**config.mk**
```make
export PLATFORM = sky130hd
export DESIGN_NAME = skt_cell
export DESIGN_NICKNAME = d
export VERILOG_FILES = /design/src/hw/rtl/skt_pkg.sv /design/src/hw/rtl/skt_cell.sv
export SDC_FILE = /design/constraint.sdc
export NUM_CORES = 1
export LEC_CHECK = 0
export ABC_AREA = 1
export ABC_CLOCK_PERIOD_IN_PS = 2600
export BUFFER_PORTS_ARGS = -buffer_cell sky130_fd_sc_hd__buf_2
export CORE_MARGIN = 4
export CORE_UTILIZATION = 38
export CTS_BUF_LIST = sky130_fd_sc_hd__clkbuf_8
export CTS_CLUSTER_DIAMETER = 100
export DETAILED_ROUTE_END_ITERATION = 8
export PLACE_DENSITY = 0.73
export SYNTH_ARGS = -nofsm -noshare
export SYNTH_HDL_FRONTEND = slang
export SYNTH_SLANG_ARGS = --single-unit
```
**constraint.sdc**
```tcl
create_clock -name clk -period 2.6 [get_ports clk]
set_input_delay 0.26 -clock clk [delete_from_list [all_inputs] [get_ports clk]]
set_output_delay 0.26 -clock clk [all_outputs]
set_load 0.005 [all_outputs]
```
**src/hw/rtl/skt_pkg.sv**
```systemverilog
// Shared types, codes and defaults for the sorted key table.
package skt_pkg;

  // Default sizes of the table.
  localparam int DEPTH_DEF      = 32;
  localparam int KEY_WIDTH_DEF  = 32;
  localparam int DATA_WIDTH_DEF = 32;

  // Fixed widths of the stream fields.
  localparam int FIELD_W  = 32;
  localparam int FUNC_W   = 3;
  localparam int STATUS_W = 2;

  // Operation codes carried on the input tuser.
  localparam logic [FUNC_W-1:0] FN_INSERT = 3'd0;
  localparam logic [FUNC_W-1:0] FN_LOOKUP = 3'd1;
  localparam logic [FUNC_W-1:0] FN_DELETE = 3'd2;
  localparam logic [FUNC_W-1:0] FN_CLEAR  = 3'd3;
  localparam logic [FUNC_W-1:0] FN_REWIND = 3'd4;
  localparam logic [FUNC_W-1:0] FN_NEXT   = 3'd5;

  // Result status codes carried on the output tuser.
  localparam logic [STATUS_W-1:0] STAT_OK        = 2'd0;
  localparam logic [STATUS_W-1:0] STAT_NOT_FOUND = 2'd1;
  localparam logic [STATUS_W-1:0] STAT_FULL      = 2'd2;
  localparam logic [STATUS_W-1:0] STAT_END       = 2'd3;

  // Per-cell move commands.
  localparam logic [1:0] CELL_HOLD  = 2'd0;
  localparam logic [1:0] CELL_LOAD  = 2'd1;
  localparam logic [1:0] CELL_LEFT  = 2'd2;
  localparam logic [1:0] CELL_RIGHT = 2'd3;

  // Compare results that a cell reports to the controller.
  typedef struct packed {
    logic lt;
    logic eq;
  } cell_flags_t;

endpackage

```
**src/hw/rtl/skt_cell.sv**
```systemverilog
// One storage cell of the sorted key table: holds an entry, compares it, moves it.
module skt_cell #(
  parameter int KEY_WIDTH  = skt_pkg::KEY_WIDTH_DEF,
  parameter int DATA_WIDTH = skt_pkg::DATA_WIDTH_DEF
) (
  input  logic                    clk,
  input  logic [1:0]              op,
  input  logic                    valid,
  input  logic [KEY_WIDTH-1:0]    cmp_key,
  input  logic [DATA_WIDTH-1:0]   new_payload,
  input  logic [KEY_WIDTH-1:0]    left_key,
  input  logic [DATA_WIDTH-1:0]   left_payload,
  input  logic [KEY_WIDTH-1:0]    right_key,
  input  logic [DATA_WIDTH-1:0]   right_payload,
  output logic [KEY_WIDTH-1:0]    key,
  output logic [DATA_WIDTH-1:0]   payload,
  output skt_pkg::cell_flags_t    flags
);

  // Compare the stored key against the broadcast request key.
  always_comb begin
    flags.lt = valid && (key < cmp_key);
    flags.eq = valid && (key == cmp_key);
  end

  // Entry register: hold, take the new entry, or take a neighbor's entry.
  always_ff @(posedge clk) begin
    case (op)
      skt_pkg::CELL_LOAD: begin
        key     <= cmp_key;
        payload <= new_payload;
      end
      skt_pkg::CELL_LEFT: begin
        key     <= left_key;
        payload <= left_payload;
      end
      skt_pkg::CELL_RIGHT: begin
        key     <= right_key;
        payload <= right_payload;
      end
      default: begin
        key     <= key;
        payload <= payload;
      end
    endcase
  end

endmodule

```
==> flow_summary_export.csv, run 1 <==
group,metric,value,unit
global_routing,grt_max_degree,94,
clock_tree,clock_path_buffers,2,
final_layout,syn_to_final_growth,36.9,%
critical_path,max_stage_delay,420,ps
clock_tree,cts_tree,"done",
critical_path,cp.required,2340,ps
final_layout,ff_latch_area,1920,um^2
clock_tree,postCtsSetupBuffers,0,
drt,vias,4315,
drt,routedWlPerCell,15.7,um
sta,maxSlewHeadroom,38.2,%
critical_path,path_cells,"ha_1 -> nand2_1 -> o21bai_1 -> a21oi_1 -> nor2_1 -> nand2_1 -> a21oi_1 -> buf_2",
clock_tree,cts-htree-levels,3,
die,die_x,112,um
sta,rsz0062_at_grt,"false",
drt,drt_iter0_drc,269,
clock_tree,post_cts_resized,0,
drt,drtPass1Iterations,4,
flow_run,drv_cap,0,
sta,worst_slew_pin_slew,927,ps
synth,yosys-top-cells-area,"edfxtp_1 47%, nand3_1 12%, nand2_1 12%, ha_1 9.8%, o211ai_1 5.7%",
synth,ys_types,24,
clock_tree,clock_sinks,64,
critical_path,end_kind,"primary output",
die,ios,262,
synth,syn_avg_cell_area,8.87,um^2
critical_path,slowest_stage,"edfxtp_1",
final_layout,layout-drive-gt1-share,39.2,%
synth,synth_edf_count,64,
run_status,status,"completed",
power,p_leak,2.86,nW
critical_path,startpoint,"key[27]",
global_routing,antenna_found_initial,0,
critical_path,path_depth,8,
sta,tns,0,ps
clock_tree,cts_buffers,9,
critical_path,startpoint_type,"flip-flop",
place,dp_hpwl,10400,um
die,rows,37,
sta,finalHoldViolations,0,
critical_path,cp_top_family,"flip-flops",
global_routing,track_usage,20.4,%
final_layout,n_antenna_cell,0,
final_layout,fill_cells,962,
sta,slew_viol_final,0,
synth,syn_inst,461,
synth,yosys_warnings,0,
sta,clock.fmax,461,MHz
place,globalplace.congestion,0.932,
critical_path,crit_fanout,2,
critical_path,critical_path_arrival,1910,ps
global_routing,grt_pass1_wl,20500,um
power,ir_drop,0.268,mV
clock_tree,clkTransAtPathRegs,70,ps
synth,syn-cell-area,4090,um^2
sta,period_share,83.4,%
critical_path,crit_type,"reg2out",
drt,vias_per_cell,5.08,
clock_tree,cts-root-buf,"clkbuf_8",
drt,ant_nets,0,
hold_path,hp-class,"in2reg",
power,power_density,506,nW/um^2
clock_tree,ctsHoldBuffers,0,
global_routing,grt_pass1_vias,4384,
final_layout,num-nets-final,937,
die,core-area,10400,um^2
final_layout,multiInputGateArea,1820,um^2
critical_path,crit_path_end,"flags[1]",
place,dpl.cell_count,834,
sta,fin_crit,2170,ps
synth,synth_top_area_share,47.0,%
drt,totalWireLength,13300,um
global_routing,gr-total-overflow,0,
critical_path,crit_buf_inv,1,
synth,synth_nets,689,
place,io_buffers,261,
synth,ys_ff_latch,64,
die,die_y,112,um
synth,ys.flop_type,"edfxtp_1",
final_layout,final_cells,850,
drt,drc,0,
sta,setup-violations-final,0,
synth,synthArstFlopShare,0,%
synth,synth_top_cell_by_area,"edfxtp_1",
die,dieArea,12500,um^2
die,start_util,39.3,%
synth,ys_seq_area_share,47.0,%
==> cells in the mapped netlist, types with 2 or more instances <==
library cell	number
a21oi_1	12
buf_4	7
o21ai_0	2
o211ai_1	31
nand4_1	3
ha_1	32
buf_2	12
nand2_1	130
nand3_1	99
buf_6	6
nor3_1	2
nor2_1	7
inv_1	43
clkbuf_1	2
edfxtp_1	64
==> cells in the final DEF, fill, tap and decap left out, drive strengths merged, types with 3 or more instances in the layout <==
cell type | Yosys | routed
nor2 | 8 | 8
nand3 | 99 | 99
buf | 25 | 264
o211ai | 31 | 31
clkinv | 0 | 4
nand2 | 130 | 130
edfxtp | 64 | 64
inv | 44 | 46
a21oi | 12 | 12
nand4 | 3 | 3
ha | 32 | 32
nor3 | 3 | 3
clkbuf | 2 | 9
==> how the worst min path moves through the flow <==
stage / depth (start not counted) / startpoint / endpoint
after floorplan: 2 / left_key[0] / key[0]
after global placement: 3 / left_payload[31] / payload[31]
after detailed placement: 3 / left_payload[21] / payload[21]
after CTS: 3 / left_payload[21] / payload[21]
after global routing: 3 / left_payload[10] / payload[10]
final: 3 / left_payload[21] / payload[21]
==> where the power goes <==
group          switching [mW]  leakage, nW  internal (mW)  total, mW
Combinational           0.366         2.10          0.323      0.689
Clock                   0.382        0.100          0.426      0.808
Sequential             0.0504        0.660           1.28       1.33
==> per-stage QoR <==
| step | total power [mW] | hold slack (ps) | util [%] | instance area (um^2) | setup WS (ps) |
|---|---|---|---|---|---|
| after floorplan | 1.69 | 450 | - | 4090 | 850 |
| after global placement | 2.03 | 537 | 52.0 | 5420 | 773 |
| after detailed placement | 2.05 | 540 | 52.0 | 5420 | 702 |
| after CTS | 2.86 | 177 | 53.7 | 5600 | 392 |
| after global routing | 2.99 | 182 | 53.7 | 5600 | 242 |
| final | 2.83 | 198 | 53.7 | 5600 | 432 |
==> state kept, by name, summed over array words and instances, names as in the netlist <==
name     cells
payload     32
key         32
==> layer usage <==
layer / share of wire, % / wire (um) / up-vias / GRT usage, %
met5: 0 / 0 / - / 0
met4: 1.9 / 250 / 0 / 7.87
met3: 9.1 / 1220 / 21 / 5.05
met2: 50 / 6690 / 222 / 36.6
met1: 39 / 5190 / 1968 / 23.4
li1: - / - / 2104 / -
==> cell type report <==
class | count | share of cell area (%)
well taps | 136 | 3.04
clock buffers | 9 | 2.21
clock inverters | 7 | 0.984
repair buffers | 264 | 24.0
multi-input cells | 326 | 32.5
flip-flops and latches | 64 | 34.3
inverters | 44 | 2.95
==> kinds of logic after synthesis <==
kind of cell,after synthesis,synth area share [%]
AO/OA/AOI/OAI,49,8.14
flip-flops,64,47.0
AND/OR/NAND/NOR,245,26.4
buffers and inverters,71,8.63
adder cells (fa/ha/maj),32,9.79
(Power assumes the default switching activity.)
==> run 2, diff against run 1 <==
--- a/config.mk
+++ b/config.mk
@@ -6,7 +6,7 @@
 export NUM_CORES = 1
 export LEC_CHECK = 0
 export ABC_AREA = 1
-export ABC_CLOCK_PERIOD_IN_PS = 2600
+export ABC_CLOCK_PERIOD_IN_PS = 2000
 export BUFFER_PORTS_ARGS = -buffer_cell sky130_fd_sc_hd__buf_2
 export CORE_MARGIN = 4
 export CORE_UTILIZATION = 38
==> constraint.sdc (replaced) <==
create_clock -name clk -period 2 [get_ports clk]
set_input_delay 0.2 -clock clk [delete_from_list [all_inputs] [get_ports clk]]
set_output_delay 0.2 -clock clk [all_outputs]
set_load 0.005 [all_outputs]
==> run 2 against run 1 <==
- the flow now finishes with violations (negative setup slack)
- final cell count rose by 0.24%
- global-route usage shrank 0.11 points
- power is 31% higher
- utilization grew 1.3 points
- non-clock buffer count up 2
- clock power is 29% higher
- combinational power up 37%
- first-iteration DRC count is 3.0% higher
- critical endpoint is now flags[0]
- die area stayed put
- sequential power grew 31%
==> flow_summary_export.csv, run 2 (synthesized netlist as in run 1, its figures left out) <==
group,metric,value,unit
final_layout,multiInputGateArea,1920,um^2
critical_path,end_kind,"primary output",
critical_path,startpoint_type,"flip-flop",
global_routing,grt_max_degree,96,
sta,whs,133,ps
final_layout,top_regs,"key (32), payload (32)",
drt,drc,0,
final_layout,final_common_cell,"buf_2",
drt,totalWireLength,13400,um
place,place_ws,211,ps
power,finalPower,3.72,mW
die,core-area,10400,um^2
clock_tree,cts-htree-levels,3,
final_layout,layout_common_cells,"260 x buf_2, 129 x nand2_1, 98 x nand3_1, 64 x edfxtp_1, 43 x inv_1",
clock_tree,clock_sinks,64,
clock_tree,postCtsSetupBuffers,0,
critical_path,path_common_cell,"inv_2",
final_layout,ff_latch_area,1920,um^2
global_routing,track_usage,20.3,%
final_layout,num-nets-final,939,
sta,finalHoldViolations,0,
place,io_buffers,261,
final_layout,final_cells,852,
place,globalplace.congestion,0.925,
clock_tree,cts_tree,"done",
global_routing,grt_pass1_wl,20500,um
drt,ant_nets,0,
global_routing,grt_pass1_vias,4289,
die,rows,37,
final_layout,fill_cells,953,
sta,clock.fmax,489,MHz
critical_path,cp.required,1800,ps
final_layout,final_cell_area,5730,um^2
hold_path,hp-class,"in2reg",
critical_path,cp_top_family,"simple AND/OR/NAND/NOR gates",
sta,setup-violations-final,2,
global_routing,antenna_found_initial,0,
drt,vias,4279,
clock_tree,cts-root-buf,"clkbuf_8",
final_layout,layout-drive-gt1-share,41.3,%
final_layout,n_antenna_cell,0,
critical_path,critical_path_arrival,1850,ps
die,die_x,112,um
critical_path,path_cells,"ha_4 -> nand2_1 -> inv_2 -> nand3_4 -> nor3_4 -> inv_2 -> nor3_2 -> buf_2",
clock_tree,clkTransAtPathRegs,70,ps
sta,fin_crit,2050,ps
global_routing,gr-total-overflow,0,
sta,period_share,102,%
critical_path,crit_type,"reg2out",
flow_run,drv_cap,0,
die,start_util,39.3,%
die,dieArea,12500,um^2
clock_tree,cts_buffers,9,
clock_tree,ctsHoldBuffers,0,
sta,tns,-52.1,ps
drt,drtPass1Iterations,4,
power,power_density,650,nW/um^2
run_status,violations,"negative setup slack",
die,die_y,112,um
sta,slew_viol_final,0,
critical_path,crit_fanout,2,
place,placed_area,5450,um^2
sta,rsz0062_at_grt,"true",
final_layout,syn_to_final_growth,40.1,%
critical_path,slowest_stage,"edfxtp_1",
critical_path,crit_buf_inv,3,
place,dpl.cell_count,836,
sta,maxSlewHeadroom,41.7,%
power,ir_drop,0.393,mV
die,ios,262,
drt,routedWlPerCell,15.8,um
sta,worst_slew_pin_slew,874,ps
final_layout,final_core_util,55.0,%
clock_tree,clock_path_buffers,2,
power,p_leak,2.88,nW
place,dp_hpwl,10400,um
drt,drt_iter0_drc,277,
sta,fin_ws,-45.2,ps
run_status,status,"finished with violations",
critical_path,max_stage_delay,430,ps
drt,vias_per_cell,5.02,
==> run 2: final timing paths <==
kind	from	end	slack (ps)	cells past startpoint
worst max-delay path	key[31]	flags[0]	-50	8
worst min-delay path	left_payload[24]	payload[24]	130	3
==> run 2: repair_timing <==
| action | 4_1_cts | 5_1_grt |
|---|---|---|
| pin swaps | 4 | 8 |
| gates cloned | 0 | 0 |
| resized for setup | 7 | 9 |
| endpoints found under the setup margin | 2 | 2 |
==> run 2: layout make-up <==
cell class / instances / share of cell area (%)
clock buffer: 9 / 2.16
inverter: 44 / 2.88
clock inverter: 7 / 0.961
multi-input combinational: 326 / 33.5
tap: 136 / 2.97
timing repair buffer: 266 / 23.9
sequential: 64 / 33.5
==> run 2: per-layer routing <==
metal | GRT usage (%) | wire [um] | up-vias
li1 | - | - | 2109
met1 | 23.2 | 5230 | 1925
met2 | 36.7 | 6770 | 222
met3 | 5.16 | 1210 | 23
met4 | 7.14 | 223 | 0
met5 | 0 | 0 | -
==> run 2: power by group <==
part	total [mW]	internal [mW]	switching [mW]	leakage, nW
Sequential	1.74	1.67	0.0700	0.660
Clock	1.04	0.554	0.488	0.100
Combinational	0.942	0.446	0.496	2.12
==> run 3, diff against run 2 <==
--- a/config.mk
+++ b/config.mk
@@ -9,11 +9,11 @@
 export ABC_CLOCK_PERIOD_IN_PS = 2000
 export BUFFER_PORTS_ARGS = -buffer_cell sky130_fd_sc_hd__buf_2
 export CORE_MARGIN = 4
-export CORE_UTILIZATION = 38
+export CORE_UTILIZATION = 44
 export CTS_BUF_LIST = sky130_fd_sc_hd__clkbuf_8
 export CTS_CLUSTER_DIAMETER = 100
 export DETAILED_ROUTE_END_ITERATION = 8
-export PLACE_DENSITY = 0.73
+export PLACE_DENSITY = 0.83
 export SYNTH_ARGS = -nofsm -noshare
 export SYNTH_HDL_FRONTEND = slang
 export SYNTH_SLANG_ARGS = --single-unit
==> run 3 against run 2 <==
- the flow still finishes with violations (negative setup slack)
- critical path type unchanged
- highest routed layer unchanged
- worst setup slack better by 1.6 ps
- clock-buffer cell count unchanged
- hold slack gained 7.3 ps
==> flow_summary_export.csv, run 3 (synthesized netlist as in run 1, its figures left out) <==
group,metric,value,unit
clock_tree,clock_path_buffers,2,
power,switching_share,29.3,%
drt,ant_nets,0,
drt,totalWireLength,13100,um
critical_path,max_stage_delay,410,ps
power,ir_drop,0.363,mV
global_routing,grt_max_degree,95,
global_routing,gr-total-overflow,0,
die,core-area,8890,um^2
critical_path,cp_top_family,"simple AND/OR/NAND/NOR gates",
critical_path,path_depth,6,
critical_path,slowest_stage,"edfxtp_1",
critical_path,end_kind,"primary output",
drt,vias_per_cell,5.21,
clock_tree,cts-root-buf,"clkbuf_8",
run_status,violations,"negative setup slack",
run_status,status,"finished with violations",
hold_path,hp-start,"left_payload[14]",
global_routing,grt_pass1_wl,20600,um
clock_tree,cts_buffers,9,
die,die_x,104,um
sta,rsz0062_at_grt,"true",
die,ios,262,
final_layout,syn_to_final_growth,38.2,%
power,p_leak,2.88,nW
hold_path,min_path_cells,3,
final_layout,layout_common_cells,"260 x buf_2, 128 x nand2_1, 98 x nand3_1, 64 x edfxtp_1, 43 x inv_1",
critical_path,cp.required,1800,ps
place,io_buffers,261,
power,power_density,635,nW/um^2
critical_path,path_cells,"ha_1 -> nand2_1 -> nor3_2 -> nand4_1 -> nor3_2 -> buf_2",
die,rows,34,
final_layout,final_core_util,63.6,%
drt,drtPass1Iterations,6,
clock_tree,cts-htree-levels,3,
critical_path,crit_fanout,2,
power,p_switching,1.05,mW
global_routing,track_usage,23.6,%
hold_path,hp-class,"in2reg",
drt,drc,0,
drt,routedWlPerCell,15.8,um
place,dpl.cell_count,808,
final_layout,layout-drive-gt1-share,41.3,%
place,place_ws,186,ps
sta,slew_viol_final,0,
final_layout,fill_cells,758,
final_layout,final_cells,825,
critical_path,startpoint_type,"flip-flop",
critical_path,path_common_cell,"nor3_2",
clock_tree,ctsHoldBuffers,0,
power,finalPower,3.59,mW
sta,clock.fmax,489,MHz
sta,finalHoldViolations,0,
sta,maxSlewHeadroom,44.3,%
global_routing,grt_pass1_vias,4292,
final_layout,num-nets-final,940,
critical_path,startpoint,"key[13]",
die,start_util,46.0,%
sta,period_share,102,%
clock_tree,cts_tree,"done",
clock_tree,clkTransAtPathRegs,70,ps
sta,worst_slew_pin_slew,835,ps
clock_tree,clock_sinks,64,
power,seq_power_share,48.2,%
power,p_comb_share,26.2,%
final_layout,top_regs,"key (32), payload (32)",
critical_path,crit_buf_inv,1,
power,p_int,2.54,mW
sta,fin_ws,-43.6,ps
place,dp_hpwl,10100,um
final_layout,final_common_cell,"buf_2",
global_routing,antenna_found_initial,0,
drt,vias,4297,
critical_path,critical_path_arrival,1840,ps
final_layout,n_antenna_cell,0,
die,die_y,104,um
drt,drt_iter0_drc,271,
sta,fin_crit,2040,ps
die,dieArea,10900,um^2
flow_run,drv_cap,0,
critical_path,crit_type,"reg2out",
power,clockPowerShare,25.5,%
place,globalplace.congestion,0.885,
sta,setup-violations-final,2,
## run 3: power by group through the flow
stage / registers [mW] / logic, mW / clock network [mW]
final: 1.73 / 0.942 / 0.916
after global routing: 1.75 / 1.06 / 1.00
after CTS: 1.73 / 0.949 / 0.934
after detailed placement: 1.76 / 0.915 / 0
after global placement: 1.75 / 0.888 / 0
after floorplan: 1.78 / 0.417 / 0
## run 3: layout make-up
class	instances	area [um^2]	area share [%]
sequential	64	1920	34.0
timing repair buffer	267	1390	24.6
inverter	44	165	2.92
clock inverter	7	31.3	0.554
tap	108	135	2.39
clock buffer	9	124	2.19
multi-input combinational	326	1880	33.3
## run 3: what timing repair did
| action | CTS | global route |
|---|---|---|
| endpoints found under the setup margin | 2 | 2 |
| resized for setup | 13 | 2 |
| gates cloned | 0 | 0 |
| buffers inserted | 1 | 0 |
| pin swaps | 7 | 4 |
## run 3: per-layer routing
layer	wire length, um	vias up	GRT usage [%]
met5	0	-	0
met4	299	0	7.60
met3	1220	27	7.01
met2	6620	222	43.3
met1	4930	1940	25.9
li1	-	2108	-
## run 3: per-stage QoR
step / hold slack (ps) / setup TNS (ps) / area (um^2)
finish: 140 / -73.7 / 5650
global route: 137 / -350 / 5650
detailed placement: 480 / 0 / 5420
floorplan: 390 / 0 / 4090
global placement: 472 / 0 / 5420
CTS: 123 / -96.0 / 5650
## run 3: path summary, 6_finish.rpt
kind / to / slack (ps)
worst max-delay path: flags[0] / -40
worst min-delay path: payload[14] / 140
## run 3: tightest hold or removal path, delay by kind of cell
family | cells | cell delay, ps
AND/OR/NAND/NOR | 2 | 90
buffers and inverters | 1 | 70
